--- config.mk ---
export PLATFORM = sky130hd
export DESIGN_NAME = fbot_update
export DESIGN_NICKNAME = d
export VERILOG_FILES = /design/src/rtl/flash_block_owner_table_macros.svh /design/src/rtl/fbot_pkg.sv /design/src/rtl/fbot_update.sv
export SDC_FILE = /design/constraint.sdc
export NUM_CORES = 1
export LEC_CHECK = 0
export ABC_AREA = 1
export BUFFER_PORTS_ARGS = -buffer_cell sky130_fd_sc_hd__buf_2
export CAP_MARGIN = 0
export CORE_AREA = 4 4 132 134
export DETAILED_ROUTE_END_ITERATION = 12
export DIE_AREA = 0 0 136 138
export PLACE_DENSITY = 0.42
export SETUP_SLACK_MARGIN = 0.3
export SKIP_LAST_GASP = 1
export SLEW_MARGIN = 20
export SYNTH_ARGS = -nofsm -noshare
export SYNTH_HDL_FRONTEND = slang
export SYNTH_SLANG_ARGS = --single-unit
--- constraint.sdc ---
create_clock -name vclk -period 2.85
set_clock_uncertainty 0.1 [all_clocks]
set_input_delay 0.1425 -clock vclk [all_inputs]
set_output_delay 0.1425 -clock vclk [all_outputs]
set_load 0.02 [all_outputs]
--- src/rtl/flash_block_owner_table_macros.svh ---
// ----------------------------------------------------------------------------
// Flash block owner table assertion macros
// Clocked concurrent assertion helpers used by the table top level.
// ----------------------------------------------------------------------------
`ifndef FLASH_BLOCK_OWNER_TABLE_MACROS_SVH
`define FLASH_BLOCK_OWNER_TABLE_MACROS_SVH

// Check on every clock edge outside reset.
`define FBOT_ASSERT(lbl, prop, msg) \
    lbl: assert property (@(posedge i_clk) disable iff (!i_rst_n) (prop)) else $error(msg);

// Check on every clock edge, reset included.
`define FBOT_ASSERT_ALWAYS(lbl, prop, msg) \
    lbl: assert property (@(posedge i_clk) (prop)) else $error(msg);

`endif

--- src/rtl/fbot_pkg.sv ---
// ----------------------------------------------------------------------------
// Flash block owner table package
// Word types, entry layout, command, kind and status codes.
// ----------------------------------------------------------------------------
`timescale 1ns / 1ps

package fbot_pkg;

    localparam int DEF_NUM_BLOCKS      = 4096;
    localparam int DEF_PAGES_PER_BLOCK = 256;
    localparam int ADDR_W              = 20;

    localparam logic [2:0] CMD_ASSIGN_NORMAL = 3'd0;
    localparam logic [2:0] CMD_ASSIGN_MIXED  = 3'd1;
    localparam logic [2:0] CMD_MOVE_OWNER    = 3'd2;
    localparam logic [2:0] CMD_FRAGMENT      = 3'd3;
    localparam logic [2:0] CMD_MARK_MIXED    = 3'd4;
    localparam logic [2:0] CMD_RELEASE       = 3'd5;
    localparam logic [2:0] CMD_LOOKUP        = 3'd6;

    localparam logic [2:0] KIND_EMPTY    = 3'd0;
    localparam logic [2:0] KIND_NORMAL   = 3'd1;
    localparam logic [2:0] KIND_MIXED    = 3'd2;
    localparam logic [2:0] KIND_FRAGMENT = 3'd3;
    localparam logic [2:0] KIND_SUMMARY  = 3'd4;

    localparam logic [1:0] STAT_OK   = 2'd0;
    localparam logic [1:0] STAT_BUSY = 2'd1;
    localparam logic [1:0] STAT_FREE = 2'd2;
    localparam logic [1:0] STAT_KIND = 2'd3;

    typedef struct packed {
        logic [2:0]        command;
        logic [ADDR_W-1:0] page_address;
        logic [5:0]        run_id;
        logic [31:0]       run_offset;
        logic [2:0]        target_kind;
        logic [63:0]       mask_in;
    } t_cmd_word;

    typedef struct packed {
        logic [1:0]  status;
        logic        is_assigned;
        logic [5:0]  owner_run;
        logic [31:0] owner_offset;
        logic [2:0]  block_kind;
        logic [63:0] mask_out;
    } t_result_word;

    typedef struct packed {
        logic        assigned;
        logic [5:0]  owner_run;
        logic [31:0] owner_offset;
        logic [2:0]  block_kind;
        logic [63:0] mask;
    } t_entry;

    localparam t_entry ENTRY_RESET = '{
        assigned:     1'b0,
        owner_run:    6'h3f,
        owner_offset: 32'hffff_ffff,
        block_kind:   KIND_EMPTY,
        mask:         64'hffff_ffff_ffff_ffff
    };

endpackage

--- src/rtl/fbot_update.sv ---
// ----------------------------------------------------------------------------
// Entry update logic
// Checks one command against the entry read from the table and forms the
// entry to write back and the status.
// ----------------------------------------------------------------------------
`timescale 1ns / 1ps

module fbot_update (
    input  fbot_pkg::t_cmd_word i_cmd,
    input  fbot_pkg::t_entry    i_entry,
    output fbot_pkg::t_entry    o_entry,
    output logic [1:0]          o_status
);
    import fbot_pkg::*;

    t_entry      w_entry;
    logic [1:0]  w_status;
    logic [63:0] w_run_bit;

    assign w_run_bit = 64'd1 << i_cmd.run_id;

    always_comb begin
        w_entry  = i_entry;
        w_status = STAT_OK;
        case (i_cmd.command)
            CMD_ASSIGN_NORMAL, CMD_ASSIGN_MIXED: begin
                if (i_entry.assigned) begin
                    w_status = STAT_BUSY;
                end else begin
                    w_entry.assigned     = 1'b1;
                    w_entry.owner_run    = i_cmd.run_id;
                    w_entry.owner_offset = i_cmd.run_offset;
                    if (i_cmd.command == CMD_ASSIGN_NORMAL) begin
                        w_entry.block_kind = KIND_NORMAL;
                    end else begin
                        w_entry.block_kind = KIND_MIXED;
                        w_entry.mask       = i_cmd.mask_in;
                    end
                end
            end
            CMD_MOVE_OWNER: begin
                if (!i_entry.assigned) begin
                    w_status = STAT_FREE;
                end else if (i_entry.block_kind != KIND_NORMAL &&
                             i_entry.block_kind != KIND_MIXED) begin
                    w_status = STAT_KIND;
                end else begin
                    w_entry.owner_run    = i_cmd.run_id;
                    w_entry.owner_offset = i_cmd.run_offset;
                    w_entry.block_kind   = i_cmd.target_kind;
                end
            end
            CMD_FRAGMENT: begin
                // a mixed block keeps its owner; anything else drops it
                if (i_entry.block_kind != KIND_MIXED) begin
                    w_entry.assigned     = 1'b0;
                    w_entry.owner_run    = ENTRY_RESET.owner_run;
                    w_entry.owner_offset = ENTRY_RESET.owner_offset;
                    w_entry.block_kind   = KIND_FRAGMENT;
                end
                w_entry.mask = i_entry.mask | w_run_bit;
            end
            CMD_MARK_MIXED: begin
                if (i_entry.block_kind == KIND_NORMAL) begin
                    w_entry.block_kind = KIND_MIXED;
                end
                w_entry.mask = i_entry.mask | w_run_bit;
            end
            CMD_RELEASE: begin
                w_entry.assigned  = 1'b0;
                w_entry.owner_run = ENTRY_RESET.owner_run;
            end
            default: begin
                // lookup and the unused code leave the entry alone
            end
        endcase
    end

    assign o_entry  = w_entry;
    assign o_status = w_status;

endmodule

* Yosys cells after proc, flatten, opt, wreduce, memory -nomap -nowiden
Index checks and enable logic that the tools add are counted.
** Word-level totals
- Word-level logic and storage cells :: 30
- Register bits :: 0
- Input port bits :: 234
- Output and inout port bits :: 108
** Cells by class
- Shift operators :: 1
- Bitwise logic cells :: 1
- Equality and inequality tests :: 8
- Reductions and logical operators :: 4
- Multiplexer cells :: 16
** Operator list (number)
- case mux 64 bit (2 select lines) :: 1
- 2-to-1 mux 105 bit :: 1
- case mux 32 bit (3 select lines) :: 1
- 2-to-1 mux 41 bit :: 2
- 2-to-1 mux 64 bit :: 1
- OR 64 bit :: 1
- << shifter 1 x 6 -> 64 bit, first input constant :: 1
- 2-to-1 mux 42 bit :: 1
- case mux 6 bit (4 select lines) :: 1
- case mux 3 bit (4 select lines) :: 1
- equality test 3 x 1 -> 1 bit, second input constant :: 2
- equality test 3 x 2 -> 1 bit, second input constant :: 2
- equality test 3 bit, second input constant :: 2
- 2-to-1 mux 2 bit :: 3
- case mux 2 bit (2 select lines) :: 1
- OR reduction 2 bit :: 2
- logical NOT 3 bit :: 1
- 2-to-1 mux 3 bit :: 1
- inequality test 3 x 1 -> 1 bit, second input constant :: 1
- inequality test 3 x 2 -> 1 bit, second input constant :: 1
- case mux 1 bit (3 select lines) :: 1
- logical AND 1 bit :: 1
- 2-to-1 mux 1 bit :: 1

* Logic depth before layout (Yosys ltp)
- Word-level depth :: 5
- Mapped depth :: 10
- Depth with buffers taken out :: 8

* Worst setup path before layout
Ideal clock, no wire load.
- Kind :: input port to output port
- Start point :: input i_cmd[127] (netlist name)
- End point :: output o_entry[78] (netlist name)
- Stages on the path :: 10
- Data arrival time :: 1154 ps
- Setup slack :: 1454 ps
- Buffers on the path :: 3
- Path through :: buf_4 -> inv_4 -> nand3_2 -> nor2_4 -> nand2_4 -> nand2_2 -> buf_6 -> buf_6 -> nand2_1 -> nand3_1
** RTL lines
- start: declaration :: RTL line fbot_update.sv:9 : input fbot_pkg::t_cmd_word i_cmd,
- end: declaration :: RTL line fbot_update.sv:11 : output fbot_pkg::t_entry o_entry,

==> impl_metrics.env <==
export IMPL_synthMuxAreaShare=0
export IMPL_grt_use_met3=0.02616
export IMPL_syn_inst=517
export IMPL_cts_resized=0
export IMPL_grt_pass1_wl_mm=24.54
export IMPL_gp_congestion=0.8094
export IMPL_critPathRequiredTime_ns=2.61
export IMPL_final_cell_mix="buf_2 (322), nand2_1 (201), nand3_1 (196), nor2_1 (18), inv_1 (17)"
export IMPL_synth_warning_count=0
export IMPL_cts_hold_buf=0
export IMPL_synth_xor_area_share=0
export IMPL_start_util=0.1471
export IMPL_p_leak_nw=2.487
export IMPL_cts_setup_buffers=0
export IMPL_drtPass1Iterations=4
export IMPL_drt_iter0_drc=151
export IMPL_ant_nets=0
export IMPL_grt_pass1_vias=4370
export IMPL_outcome="finished clean"
export IMPL_yosysUniqueCellTypes=27
export IMPL_vias=4519
export IMPL_maxCapViolCount=0
export IMPL_cp_data_arrival_time_ns=1.83
export IMPL_design_seq_count=0
export IMPL_finalSetupViolCount=0
export IMPL_power_density_mw_per_mm2=177.6
export IMPL_worstSetupPathType="input port to primary output"
export IMPL_crit_fanout=34
export IMPL_dieArea_mm2=0.01877
export IMPL_use_met2=0.3218
export IMPL_synthesis_nets=751
export IMPL_synth_top_family_by_area="simple AND/OR/NAND/NOR gates"
export IMPL_fin_crit_ns=2.071
export IMPL_io_buffers=322
export IMPL_antenna_found_initial=2
export IMPL_grt_total_usage=0.1623
export IMPL_hold_viol=0
export IMPL_final_common_cell="buf_2"
export IMPL_fmax_ghz=0.4829
export IMPL_path_delay_family="simple AND/OR/NAND/NOR gates"
export IMPL_relSlewSlack=0.5251
export IMPL_grtUsageMet1=0.1885
export IMPL_fp_dieH_um=138
export IMPL_end_kind="primary output"
export IMPL_wirelength_mm=16.81
export IMPL_cpPeakStageDelay_ns=0.34
export IMPL_synth_simple_area_share=0.8183
export IMPL_avgRoutedWirePerCell_um=16.33
export IMPL_route_detailed_drc=0
export IMPL_synth_seq_area_share=0
export IMPL_ios=342
export IMPL_syn_to_final_growth_pct=72.74
export IMPL_path_cells="buf_2 -> inv_1 -> nand3_1 -> nand2_2 -> nand2_4 -> nand2_2 -> buf_4 -> nand2_1 -> nand3_1 -> buf_2"
export IMPL_hold_path_class="input port to primary output"
export IMPL_nClkBuffers=0
export IMPL_core_area_mm2=0.01629
export IMPL_synthAdderAreaFrac=0
export IMPL_final_layout_size_suffix_gt1_frac=0.4388
export IMPL_antenna_cells=0
export IMPL_final_nets=1045
export IMPL_final_core_util=0.2541
export IMPL_grt_setup_unrepaired="no"
export IMPL_gr_max_usage_layer="met2"
export IMPL_path_buf_inv=4
export IMPL_dp_hpwl_mm=14.17
export IMPL_syn_cell_area_mm2=0.002396
export IMPL_grt_ovfl_total=0
export IMPL_synth_compound_area_share=0.03499
export IMPL_num_rows=47
export IMPL_slowest_stage="nand2_2"
export IMPL_final_seq_area_um2=0
export IMPL_post_dp_cell_area_mm2=0.004139
export IMPL_grt_max_degree=65
export IMPL_hp_start="i_entry[104]"
export IMPL_vdd_drop_max_uv=88.87
export IMPL_finalSetupTns_ns=0
export IMPL_worstMarginPinSlew_ns=0.7123
export IMPL_critPathLaunch="i_entry[66]"
export IMPL_drv_slew=0
export IMPL_via_per_inst=4.392
export IMPL_stdcell_area_mm2=0.004139
export IMPL_avgSynthCellArea_um2=4.635
export IMPL_fin_crit_sh=0.7265
export IMPL_die_w_um=136
export IMPL_start_kind="input port"
[logic make-up after synthesis]
kind of cell	count (synthesis)
buffers and inverters	68
AND/OR/NAND/NOR	435
AO/OA/AOI/OAI	14
[final timing paths]
| check | end | slack [ns] | depth (start not counted) |
|---|---|---|---|
| setup / recovery | o_entry[75] | 0.78 | 10 |
| hold / removal | o_entry[104] | 0.49 | 4 |
[layer usage]
layer  up-vias  wire length (um)
met1      1971              6395
li1       2307                 -
met4         4                77
met3         8              1591
met5         -                28
met2       229              8713
[worst min-delay path: stages]
cell and delay, ns:
buf_2 0.07, nand2_1 0.04, nand2_1 0.04, buf_2 0.15
[area by class of cell]
class | count | area [um^2]
tap | 220 | 275.3
timing repair buffer | 334 | 1714
fill | 1941 | 12150
inverter | 26 | 102.6
multi-input combinational | 449 | 2047
[metrics by stage]
stage / worst slack (ns) / total power, mW / std cells / hold WS [ns]
after floorplan: 1.454 / 0.4057 / 517 / 0.3531
after global placement: 0.7167 / 0.7437 / 1029 / 0.4951
after detailed placement: 0.7766 / 0.7435 / 1029 / 0.4950
after CTS: 0.7726 / 0.7454 / 1029 / 0.4965
after global routing: 0.6301 / 0.8027 / 1029 / 0.5137
final: 0.7794 / 0.7350 / 1029 / 0.4930
[synthesized netlist by cell type]
| master | count | area (um^2) |
|---|---|---|
| nand2_1 | 202 | 758.2 |
| nand3_1 | 196 | 980.9 |
| buf_2 | 22 | 110.1 |
| nor2_1 | 18 | 67.56 |
| inv_1 | 17 | 63.81 |
| a21oi_1 | 8 | 40.04 |
| clkbuf_1 | 8 | 30.03 |
| buf_6 | 7 | 78.83 |
| inv_2 | 7 | 26.28 |
| nand4_1 | 5 | 31.28 |
| buf_4 | 3 | 22.52 |
| nand2_2 | 3 | 18.77 |
| nor4_1 | 3 | 18.77 |
| buf_1 | 2 | 7.510 |
| inv_4 | 2 | 12.51 |
| nand3_2 | 2 | 20.02 |
| nor2_4 | 2 | 22.52 |
| a2bb2oi_1 | 1 | 8.760 |
| nand2_4 | 1 | 11.26 |
| nor2_2 | 1 | 6.260 |
| nor2_8 | 1 | 20.02 |
| nor3_1 | 1 | 5.000 |
| o211ai_1 | 1 | 7.510 |
| o21ai_0 | 1 | 5.000 |
| o21ai_2 | 1 | 8.760 |
| o22ai_1 | 1 | 6.260 |
| o31ai_1 | 1 | 7.510 |
[report_power, final]
group	total [mW]	internal, mW	leakage, nW	switching, mW
logic	0.735	0.279	2.49	0.456
registers	0	0	0	0
clock network	0	0	0	0
total	0.735	0.279	2.49	0.456
(Power assumes the default switching activity.)
