$ cat src/rtl/flash_block_owner_table_macros.svh
// ----------------------------------------------------------------------------
// Flash block owner table assertion macros
// Clocked concurrent assertion helpers used by the table top level.
// ----------------------------------------------------------------------------
`ifndef FLASH_BLOCK_OWNER_TABLE_MACROS_SVH
`define FLASH_BLOCK_OWNER_TABLE_MACROS_SVH

// Check on every clock edge outside reset.
`define FBOT_ASSERT(lbl, prop, msg) \
    lbl: assert property (@(posedge i_clk) disable iff (!i_rst_n) (prop)) else $error(msg);

// Check on every clock edge, reset included.
`define FBOT_ASSERT_ALWAYS(lbl, prop, msg) \
    lbl: assert property (@(posedge i_clk) (prop)) else $error(msg);

`endif

$ cat src/rtl/fbot_pkg.sv
// ----------------------------------------------------------------------------
// Flash block owner table package
// Word types, entry layout, command, kind and status codes.
// ----------------------------------------------------------------------------
`timescale 1ns / 1ps

package fbot_pkg;

    localparam int DEF_NUM_BLOCKS      = 4096;
    localparam int DEF_PAGES_PER_BLOCK = 256;
    localparam int ADDR_W              = 20;

    localparam logic [2:0] CMD_ASSIGN_NORMAL = 3'd0;
    localparam logic [2:0] CMD_ASSIGN_MIXED  = 3'd1;
    localparam logic [2:0] CMD_MOVE_OWNER    = 3'd2;
    localparam logic [2:0] CMD_FRAGMENT      = 3'd3;
    localparam logic [2:0] CMD_MARK_MIXED    = 3'd4;
    localparam logic [2:0] CMD_RELEASE       = 3'd5;
    localparam logic [2:0] CMD_LOOKUP        = 3'd6;

    localparam logic [2:0] KIND_EMPTY    = 3'd0;
    localparam logic [2:0] KIND_NORMAL   = 3'd1;
    localparam logic [2:0] KIND_MIXED    = 3'd2;
    localparam logic [2:0] KIND_FRAGMENT = 3'd3;
    localparam logic [2:0] KIND_SUMMARY  = 3'd4;

    localparam logic [1:0] STAT_OK   = 2'd0;
    localparam logic [1:0] STAT_BUSY = 2'd1;
    localparam logic [1:0] STAT_FREE = 2'd2;
    localparam logic [1:0] STAT_KIND = 2'd3;

    typedef struct packed {
        logic [2:0]        command;
        logic [ADDR_W-1:0] page_address;
        logic [5:0]        run_id;
        logic [31:0]       run_offset;
        logic [2:0]        target_kind;
        logic [63:0]       mask_in;
    } t_cmd_word;

    typedef struct packed {
        logic [1:0]  status;
        logic        is_assigned;
        logic [5:0]  owner_run;
        logic [31:0] owner_offset;
        logic [2:0]  block_kind;
        logic [63:0] mask_out;
    } t_result_word;

    typedef struct packed {
        logic        assigned;
        logic [5:0]  owner_run;
        logic [31:0] owner_offset;
        logic [2:0]  block_kind;
        logic [63:0] mask;
    } t_entry;

    localparam t_entry ENTRY_RESET = '{
        assigned:     1'b0,
        owner_run:    6'h3f,
        owner_offset: 32'hffff_ffff,
        block_kind:   KIND_EMPTY,
        mask:         64'hffff_ffff_ffff_ffff
    };

endpackage

$ cat src/rtl/fbot_index.sv
// ----------------------------------------------------------------------------
// Block index pipeline
// Page address to table index: address / pages per block, modulo block count,
// by reciprocal multiplication over three registered stages.
// ----------------------------------------------------------------------------
`timescale 1ns / 1ps

module fbot_index #(
    parameter int NUM_BLOCKS      = fbot_pkg::DEF_NUM_BLOCKS,
    parameter int PAGES_PER_BLOCK = fbot_pkg::DEF_PAGES_PER_BLOCK
) (
    input  logic                              i_clk,
    input  logic                              i_rst_n,
    input  logic                              i_valid,
    input  logic [fbot_pkg::ADDR_W-1:0]       i_addr,
    output logic                              o_valid,
    output logic [$clog2(NUM_BLOCKS)-1:0]     o_idx
);
    import fbot_pkg::*;

    localparam int IW  = $clog2(NUM_BLOCKS);
    // quotient of the first division fits in QW bits
    localparam int QW  = ADDR_W - ($clog2(PAGES_PER_BLOCK + 1) - 1);

    localparam int S1  = ADDR_W + $clog2(PAGES_PER_BLOCK);
    localparam longint unsigned M1 =
        ((64'd1 << S1) + 64'(PAGES_PER_BLOCK) - 64'd1) / 64'(PAGES_PER_BLOCK);
    localparam int P1W = 2 * ADDR_W + 1;

    localparam int S2  = QW + IW;
    localparam longint unsigned M2 =
        ((64'd1 << S2) + 64'(NUM_BLOCKS) - 64'd1) / 64'(NUM_BLOCKS);
    localparam int P2W = 2 * QW + 1 + IW;

    localparam int PRW = QW + IW + 1;

    logic [P1W-1:0] w_prod1;
    logic [P2W-1:0] w_prod2;
    logic [PRW-1:0] w_rem;

    logic           r_v1;
    logic [QW-1:0]  r_q1;
    logic           r_v2;
    logic [QW-1:0]  r_q2;
    logic [QW-1:0]  r_d2;
    logic           r_v3;
    logic [IW-1:0]  r_idx;

    assign w_prod1 = P1W'(i_addr) * P1W'(M1);
    assign w_prod2 = P2W'(r_q1) * P2W'(M2);
    assign w_rem   = PRW'(r_q2) - PRW'(r_d2) * PRW'(NUM_BLOCKS);

    always_ff @(posedge i_clk) begin
        if (!i_rst_n) begin
            r_v1 <= 1'b0;
            r_v2 <= 1'b0;
            r_v3 <= 1'b0;
        end else begin
            r_v1 <= i_valid;
            r_v2 <= r_v1;
            r_v3 <= r_v2;
        end
    end

    always_ff @(posedge i_clk) begin
        r_q1  <= w_prod1[S1 +: QW];
        r_q2  <= r_q1;
        r_d2  <= w_prod2[S2 +: QW];
        r_idx <= w_rem[IW-1:0];
    end

    assign o_valid = r_v3;
    assign o_idx   = r_idx;

endmodule

$ cat config.mk
export PLATFORM = sky130hd
export DESIGN_NAME = fbot_index
export DESIGN_NICKNAME = d
export VERILOG_FILES = /design/src/rtl/flash_block_owner_table_macros.svh /design/src/rtl/fbot_pkg.sv /design/src/rtl/fbot_index.sv
export SDC_FILE = /design/constraint.sdc
export NUM_CORES = 1
export LEC_CHECK = 0
export ABC_AREA = 1
export BUFFER_PORTS_ARGS = -buffer_cell sky130_fd_sc_hd__buf_2
export CAP_MARGIN = 20
export CORE_MARGIN = 2
export CORE_UTILIZATION = 39
export DETAILED_ROUTE_END_ITERATION = 7
export PLACE_DENSITY = 0.68
export RECOVER_POWER = 100
export SYNTH_ARGS = -nofsm -noshare
export SYNTH_HDL_FRONTEND = slang
export SYNTH_SLANG_ARGS = --single-unit
$ cat constraint.sdc
create_clock -name i_clk -period 1.1 [get_ports i_clk]
set_input_delay 0.165 -clock i_clk [delete_from_list [all_inputs] [get_ports i_clk]]
set_output_delay 0.165 -clock i_clk [all_outputs]
set_load 0.005 [all_outputs]
# Word-level counts from Yosys, hierarchy flattened
# Cells that the tools add are included.
# Widths: inputs -> output; s select.
[totals]
reg_bits = 39
inputBits = 23
output_inout_bits = 13
wordCells = 6

# Longest topological paths before layout
# Gate-level depths: netlist of run 1.
[depth]
word_depth = 0
ltp_mapped = 2
mapped_depth_nobuf = 2

# Worst setup path before layout of run 1
# Ideal clock, no wire load.
[synth_timing]
kind = "flip-flop to output port"
startpoint = "register r_idx[0], in the netlist o_idx[0]"
endpoint = "output port o_idx[0]"
t_arrival_ns = 0.298
required_time_ns = 0.935
path_slack_ns = 0.637
path_stages_with_launch = 1
path_buffers = 0
cell_sequence = "dfxtp_1"
[synth_rtl]
columns = ["element", "line_no", "text"]
rows = [
  ["start, declared", "fbot_index.sv:47", "logic [IW-1:0] r_idx;"],
  ["start signal, assigned", "fbot_index.sv:69", "r_idx <= w_rem[IW-1:0];"],
  ["end, declared", "fbot_index.sv:17", "output logic [$clog2(NUM_BLOCKS)-1:0] o_idx"],
]
# No word-level cell between the ends.

# Worst setup path after layout of run 1
[layout_timing]
startpoint = "register r_idx[2], in the netlist o_idx[2]"
endpoint = "output port o_idx[2]"
# No word-level cell between the ends.

==> summary.md, run 1 <==
| Metric | Value |
|---|---|
| CTS Sinks | 39 |
| Final period utilization | between 80% and 90% |
| Final slew viol count | 0 |
| Crit-path max cell delay | about 0.33 ns |
| Most frequent cells in the layout | 39 x dfxtp_1, 21 x buf_2, 12 x dlygate4sd3_1 |
| Syn Area/Cell | about 18 µm² |
| Power, Total | ~0.0024 W |
| ANT cells | 0 |
| Worst-Skew Late Latency | ~0.32 ns |
| Power Density | about 2000 nW/µm² |
| Clock transition at path regs | 0.11 ns |
| Critical path data arrival time | 0.76 ns |
| Fillcell total | 168 |
| WP buf/inv | 1 |
| Layout area overhead | 44.1% |
| Max-cap violations | 0 |
| Core area | 1960 µm² |
| Final count of negative-setup-slack endpoints | 0 |
| Placed Instances | 99 |
| Fmax | 1.08 GHz |
| Largest net degree at the start of global routing | 13 |
| Run status | completed |
| Htree depth | 2 |
| Port buffer count | 27 |
| Post-CTS setup buffers | 0 |
| CTS max path bufs | 2 |
| Die height | 49.4 µm |
| CTS Buf Count | 5 |
| Initial antenna violation count | 0 |
| Core Util, Final | 59.0% |
| Worst hold slack | 0.0318 ns |
| Yosys Warn Count | 0 |
| Gpl congestion | 0.573 |
| Total track usage | 10.4% |
| Layout Skew | 0.00454 ns |
| Final Critical Period | 0.926 ns |
| DRC Markers | 0 |
| CTS tree | built |
| Post-synthesis sequential area ratio | 97.2% |
| Slew @ Worst Pin | around 0.14 ns |
| Site Rows | 16 |
| ANT nets after route | 0 |
| Max VDD drop | 1.01 mV |
| Final wirelength | 1.02 mm |
| Slew HR | roughly 91% |
| Final Hold Viols | 0 |
| Commonest non-fill, non-tap cell in the layout | dfxtp_1 |
| Post-cts sizing count | 0 |
| Total grt overflow | 0 |
| Initial Util | 40.9% |
| I/O pin count | 36 |
| CTS Root Cell | clkbuf_4 |
| WL/cell | 8.59 µm |
| Critical Path RT | 0.94 ns |
| Crit path kind | register to output port |
| #FFs+latches synth | 39 |
| Post-Syn Nets | 68 |
| Critical-path cell list | clkbuf_1 |
| Yosys cell types | 3 |
| Final std cells w/o fill | 119 |
| Global-route wire length before repair | 1.66 mm |
| RSZ-0062 raised after global routing | false |
| Leakage | about 0.54 nW |
| Critical Path Sink Type | output port |
| Delay-heaviest family, CP | flip-flops |
| DP HPWL | roughly 580 µm |
| CP max stage cell | dfxtp_1 |
| Syn Inst Count | 45 |
| Fin nets | roughly 110 |
| DR iter-0 viols | 3 |
| Die area | 2440 µm² |
| Number of global-route vias before repair | 426 |
| Hold Crit Class | input port to register |
| TNS Setup | 0 ns |
| Die Width | 49.4 µm |
| CP Max Fanout | 1 |
| CP startpoint kind | register |
| Layout cells sized above 1 | 31.5% |
| Via-to-Cell Ratio | ~3.6 |
| Synth Cell Area | around 800 µm² |
| TritonRoute pass-1 iters | 2 |
| Via total after detailed routing | between 400 and 500 |
-- sequential cells by signal (all words and copies together) (netlist names) --
| name | flops |
|---|---|
| r_v1 | 1 |
| o_valid | 1 |
| o_idx | 12 |
| r_q1 | 12 |
| r_v2 | 1 |
| r_q2 | 12 |
-- worst paths after layout --
check             cells after the start  slack (ns)        startpoint            endpoint
setup / recovery                      1        0.17  o_idx[2]$_DFF_P_            o_idx[2]
hold / removal                        3        0.03           i_valid     r_v1$_SDFF_PN0_
setup reg to reg                      2        0.60   r_v2$_SDFF_PN0_  o_valid$_SDFF_PN0_
hold reg to reg                       0        0.33   r_q1[2]$_DFF_P_     r_q2[2]$_DFF_P_
-- final cells by class --
cell class              instances  area (µm²)  share of cell area [%]
multi-input cells               3        11.3                   0.973
clock inverters                 1        7.51                   0.649
well taps                      27        33.8                    2.92
clock buffers                   7        65.1                    5.62
inverters                       3        11.3                   0.973
repair buffers                 39         248                    21.4
flip-flops and latches         39         781                    67.5
-- power breakdown --
part,switching (W),internal [W]
clock network,0.000408,0.000374
logic,0.0000255,0.0000585
registers,0.0000145,0.00149
-- worst min-delay path, cell delays in order --
cell	delay (ns)
buf_2	0.08
nand2_1	0.04
inv_1	0.04
-- synth_stat cells --
| cell type | instances | share of area, % |
|---|---|---|
| inv_1 | 3 | 1.4 |
| dfxtp_1 | 39 | 97 |
| nand2_1 | 3 | 1.4 |
-- per-stage QoR --
stage	area (µm²)	worst slack (ns)
final	1160	0.174
after global routing	1160	0.106
after CTS	1160	0.165
after detailed placement	972	0.539
after global placement	972	0.545
after floorplan	803	0.637
-- layer usage --
layer,wire [µm],track usage [%],vias to the layer above
met1,378,9.11,183
met4,44,12.5,0
met5,0,0,-
met3,71,4.60,4
li1,-,-,226
met2,529,16.2,20
-- cell families (layout without fill, tap and decap cells) --
group	after synthesis	in the layout	synth area share [%]
buffers and inverters	3	50	1.40
DFF	39	39	97.2
and+or+nand+nor	3	3	1.40
-- what timing repair did --
action,in CTS,in global routing
endpoints found under the setup margin,0,0
hold buffers,12,0
endpoints found under the hold margin,12,0
Note: power is estimated with default switching activity, not from simulation.
==> inputs of run 2 (changes only) <==
--- a/config.mk
+++ b/config.mk
@@ -9,9 +9,9 @@
 export BUFFER_PORTS_ARGS = -buffer_cell sky130_fd_sc_hd__buf_2
 export CAP_MARGIN = 20
 export CORE_MARGIN = 2
-export CORE_UTILIZATION = 39
+export CORE_UTILIZATION = 38
 export DETAILED_ROUTE_END_ITERATION = 7
-export PLACE_DENSITY = 0.68
+export PLACE_DENSITY = 0.69
 export RECOVER_POWER = 100
 export SYNTH_ARGS = -nofsm -noshare
 export SYNTH_HDL_FRONTEND = slang
==> constraint.sdc (replaced) <==
create_clock -name i_clk -period 0.85 [get_ports i_clk]
set_input_delay 0.1275 -clock i_clk [delete_from_list [all_inputs] [get_ports i_clk]]
set_output_delay 0.1275 -clock i_clk [all_outputs]
set_load 0.005 [all_outputs]
==> run 2 against run 1 <==
The run now ends with setup timing left. Via count decreased by 2.1%. Count of clock-buffer cells in the layout unchanged. Power grew 22%. First-iteration DRC count did not move. Sequential power up 29%. Sequential share of layout area fell by 0.79 points. Clock power up 5.0%. Clock skew fell by 0.0026 ns. Largest cell class unchanged.
==> summary.md, run 2 (synthesized netlist as in run 1, its figures left out) <==
| Metric | Value |
|---|---|
| DRT met1 WL | 442 µm (was 378 µm) |
| Port buffer count | 27 (unchanged) |
| Routed wl met2 | 512 µm (was 529 µm) |
| CP startpoint kind | register (unchanged) |
| Gpl congestion | 0.558 (was 0.573) |
| CTS tree | built (unchanged) |
| Critical Path RT | 0.72 ns (was 0.94 ns) |
| TritonRoute pass-1 iters | 2 (unchanged) |
| Layout Skew | 0.00197 ns (was 0.00454 ns) |
| Final count of negative-setup-slack endpoints | 13 (was 0) |
| Critical path data arrival time | 0.75 ns (was 0.76 ns) |
| Initial antenna violation count | 0 (unchanged) |
| Crit-path max cell delay | 0.33 ns (about the same) |
| Largest net degree at the start of global routing | 12 (was 13) |
| Critical Path Sink Type | output port (unchanged) |
| ANT nets after route | 0 (unchanged) |
| CTS Root Cell | clkbuf_4 (unchanged) |
| Slew HR | 92.3% (was 90.7%) |
| Hold Crit Class | register to register (was input port to register) |
| CTS Sinks | 39 (unchanged) |
| Worst hold slack | 0.333 ns (was 0.0318 ns) |
| CP Max Fanout | 1 (unchanged) |
| CTS Buf Count | 5 (unchanged) |
| Final Critical Period | between 0.8 and 0.9 ns |
| Final period utilization | 104% |
| Total grt overflow | 0 (unchanged) |
| Site Rows | 16 (unchanged) |
| WL/cell | 8.58 µm (was 8.59 µm) |
| DP Worst Slack | 0.321 ns (was 0.539 ns) |
| Number of global-route vias before repair | 379 (was 426) |
| Fmax | approximately 1.1 GHz |
| Slew @ Worst Pin | 0.116 ns (was 0.140 ns) |
| ANT cells | 0 (unchanged) |
| Die Width | 50.0 µm (was 49.4 µm) |
| Layout cells sized above 1 | 38.3% (was 31.5%) |
| CTS max path bufs | 2 (unchanged) |
| Via total after detailed routing | 424 (was 433) |
| Max-cap violations | 0 (unchanged) |
| Delay-heaviest family, CP | flip-flops (unchanged) |
| Power Density | 2450 nW/µm² (was 2040 nW/µm²) |
| Critical-path cell list | buf_2 (was clkbuf_1) |
| Final slew viol count | 0 (unchanged) |
| Layout area overhead | 46.7% (was 44.1%) |
| Leakage | 0.556 nW (was 0.538 nW) |
| DRC Markers | 0 (unchanged) |
| Crit path kind | register to output port (unchanged) |
| Max VDD drop | 1.44 mV (was 1.01 mV) |
| Global-route wire length before repair | 1.55 mm (was 1.66 mm) |
| Placed Instances | 99 (unchanged) |
| Run status | finished, violations left (was completed) |
| Htree depth | 2 (unchanged) |
| Fin nets | 116 (was 114) |
| Power, Total | 0.00289 W (was 0.00237 W) |
| Final wirelength | 1.04 mm (was 1.02 mm) |
| Commonest non-fill, non-tap cell in the layout | dfxtp_1 (unchanged) |
| Uppermost layer routed | met4 (unchanged) |
| Worst-Skew Late Latency | 0.31 ns (was 0.32 ns) |
| Final Hold Viols | 0 (unchanged) |
| Die height | 50.0 µm (was 49.4 µm) |
| RSZ-0062 raised after global routing | true (was false) |
| I/O pin count | 36 (unchanged) |
| Via-to-Cell Ratio | 3.50 (was 3.64) |
| Most frequent cells in the layout | 35 x dfxtp_1, 24 x buf_2, 14 x dlygate4sd3_1 (was 39 x dfxtp_1, 21 x buf_2, 12 x dlygate4sd3_1) |
| Clock transition at path regs | 0.10 ns (was 0.11 ns) |
| Core area | 1980 µm² (was 1960 µm²) |
| Final worst slack | -0.0320 ns (was 0.174 ns) |
| Failing checks | setup timing |
| CP max stage cell | dfxtp_2 (was dfxtp_1) |
| WP buf/inv | 1 (unchanged) |
| Final std cells w/o fill | 121 (was 119) |
| Met3 routed WL | 70 µm (was 71 µm) |
| Die area | 2500 µm² (was 2440 µm²) |
| Fillcell total | 160 (was 168) |
| Total track usage | 9.53% (was 10.4%) |
| DR iter-0 viols | 3 (unchanged) |
| Initial Util | 40.5% (was 40.9%) |
run 2: timing repair:
item | CTS | global route
setup endpoints to repair | 13 | 13
hold buffers | 13 | 1
setup buffers | 0 | 0
hold endpoints to repair | 13 | 1
gates resized for setup | 0 | 6
run 2: metal layers:
layer / GRT usage, % / up-vias
met5: 0 / -
met4: 6.94 / 0
met3: 8.48 / 2
met2: 13.1 / 19
met1: 8.93 / 174
li1: - / 229
run 2: final timing paths:
path | start | endpoint | depth (start not counted) | slack, ns
max | o_idx[9]$_DFF_P_ | o_idx[9] | 1 | -0.03
min reg2reg | r_q2[0]$_DFF_P_ | o_idx[0]$_DFF_P_ | 0 | 0.33
min | r_q2[0]$_DFF_P_ | o_idx[0]$_DFF_P_ | 0 | 0.33
max reg2reg | r_v1$_SDFF_PN0_ | r_v2$_SDFF_PN0_ | 2 | 0.36
run 2: area by class of cell:
cell class | count | area (µm²) | area share [%]
Tap cell | 27 | 33.8 | 2.87
Multi-Input combinational cell | 3 | 11.3 | 0.955
Clock inverter | 1 | 5.00 | 0.425
Timing Repair Buffer | 41 | 287 | 24.3
Sequential cell | 39 | 786 | 66.7
Clock buffer | 7 | 45.0 | 3.82
Inverter | 3 | 11.3 | 0.955
run 2: power breakdown:
part           internal (W)  total, W  switching, W
clock network      0.000323  0.000821      0.000499
logic             0.0000902  0.000123     0.0000328
registers           0.00192   0.00194     0.0000200
run 2: through the flow:
stage | TNS [ns] | instance area [µm²] | utilization [%]
after floorplan | 0 | 803 | -
after global placement | 0 | 972 | 49.1
after detailed placement | 0 | 972 | 49.1
after CTS | -0.431 | 1150 | 58.1
after global routing | -0.933 | 1180 | 59.5
final | -0.175 | 1180 | 59.5
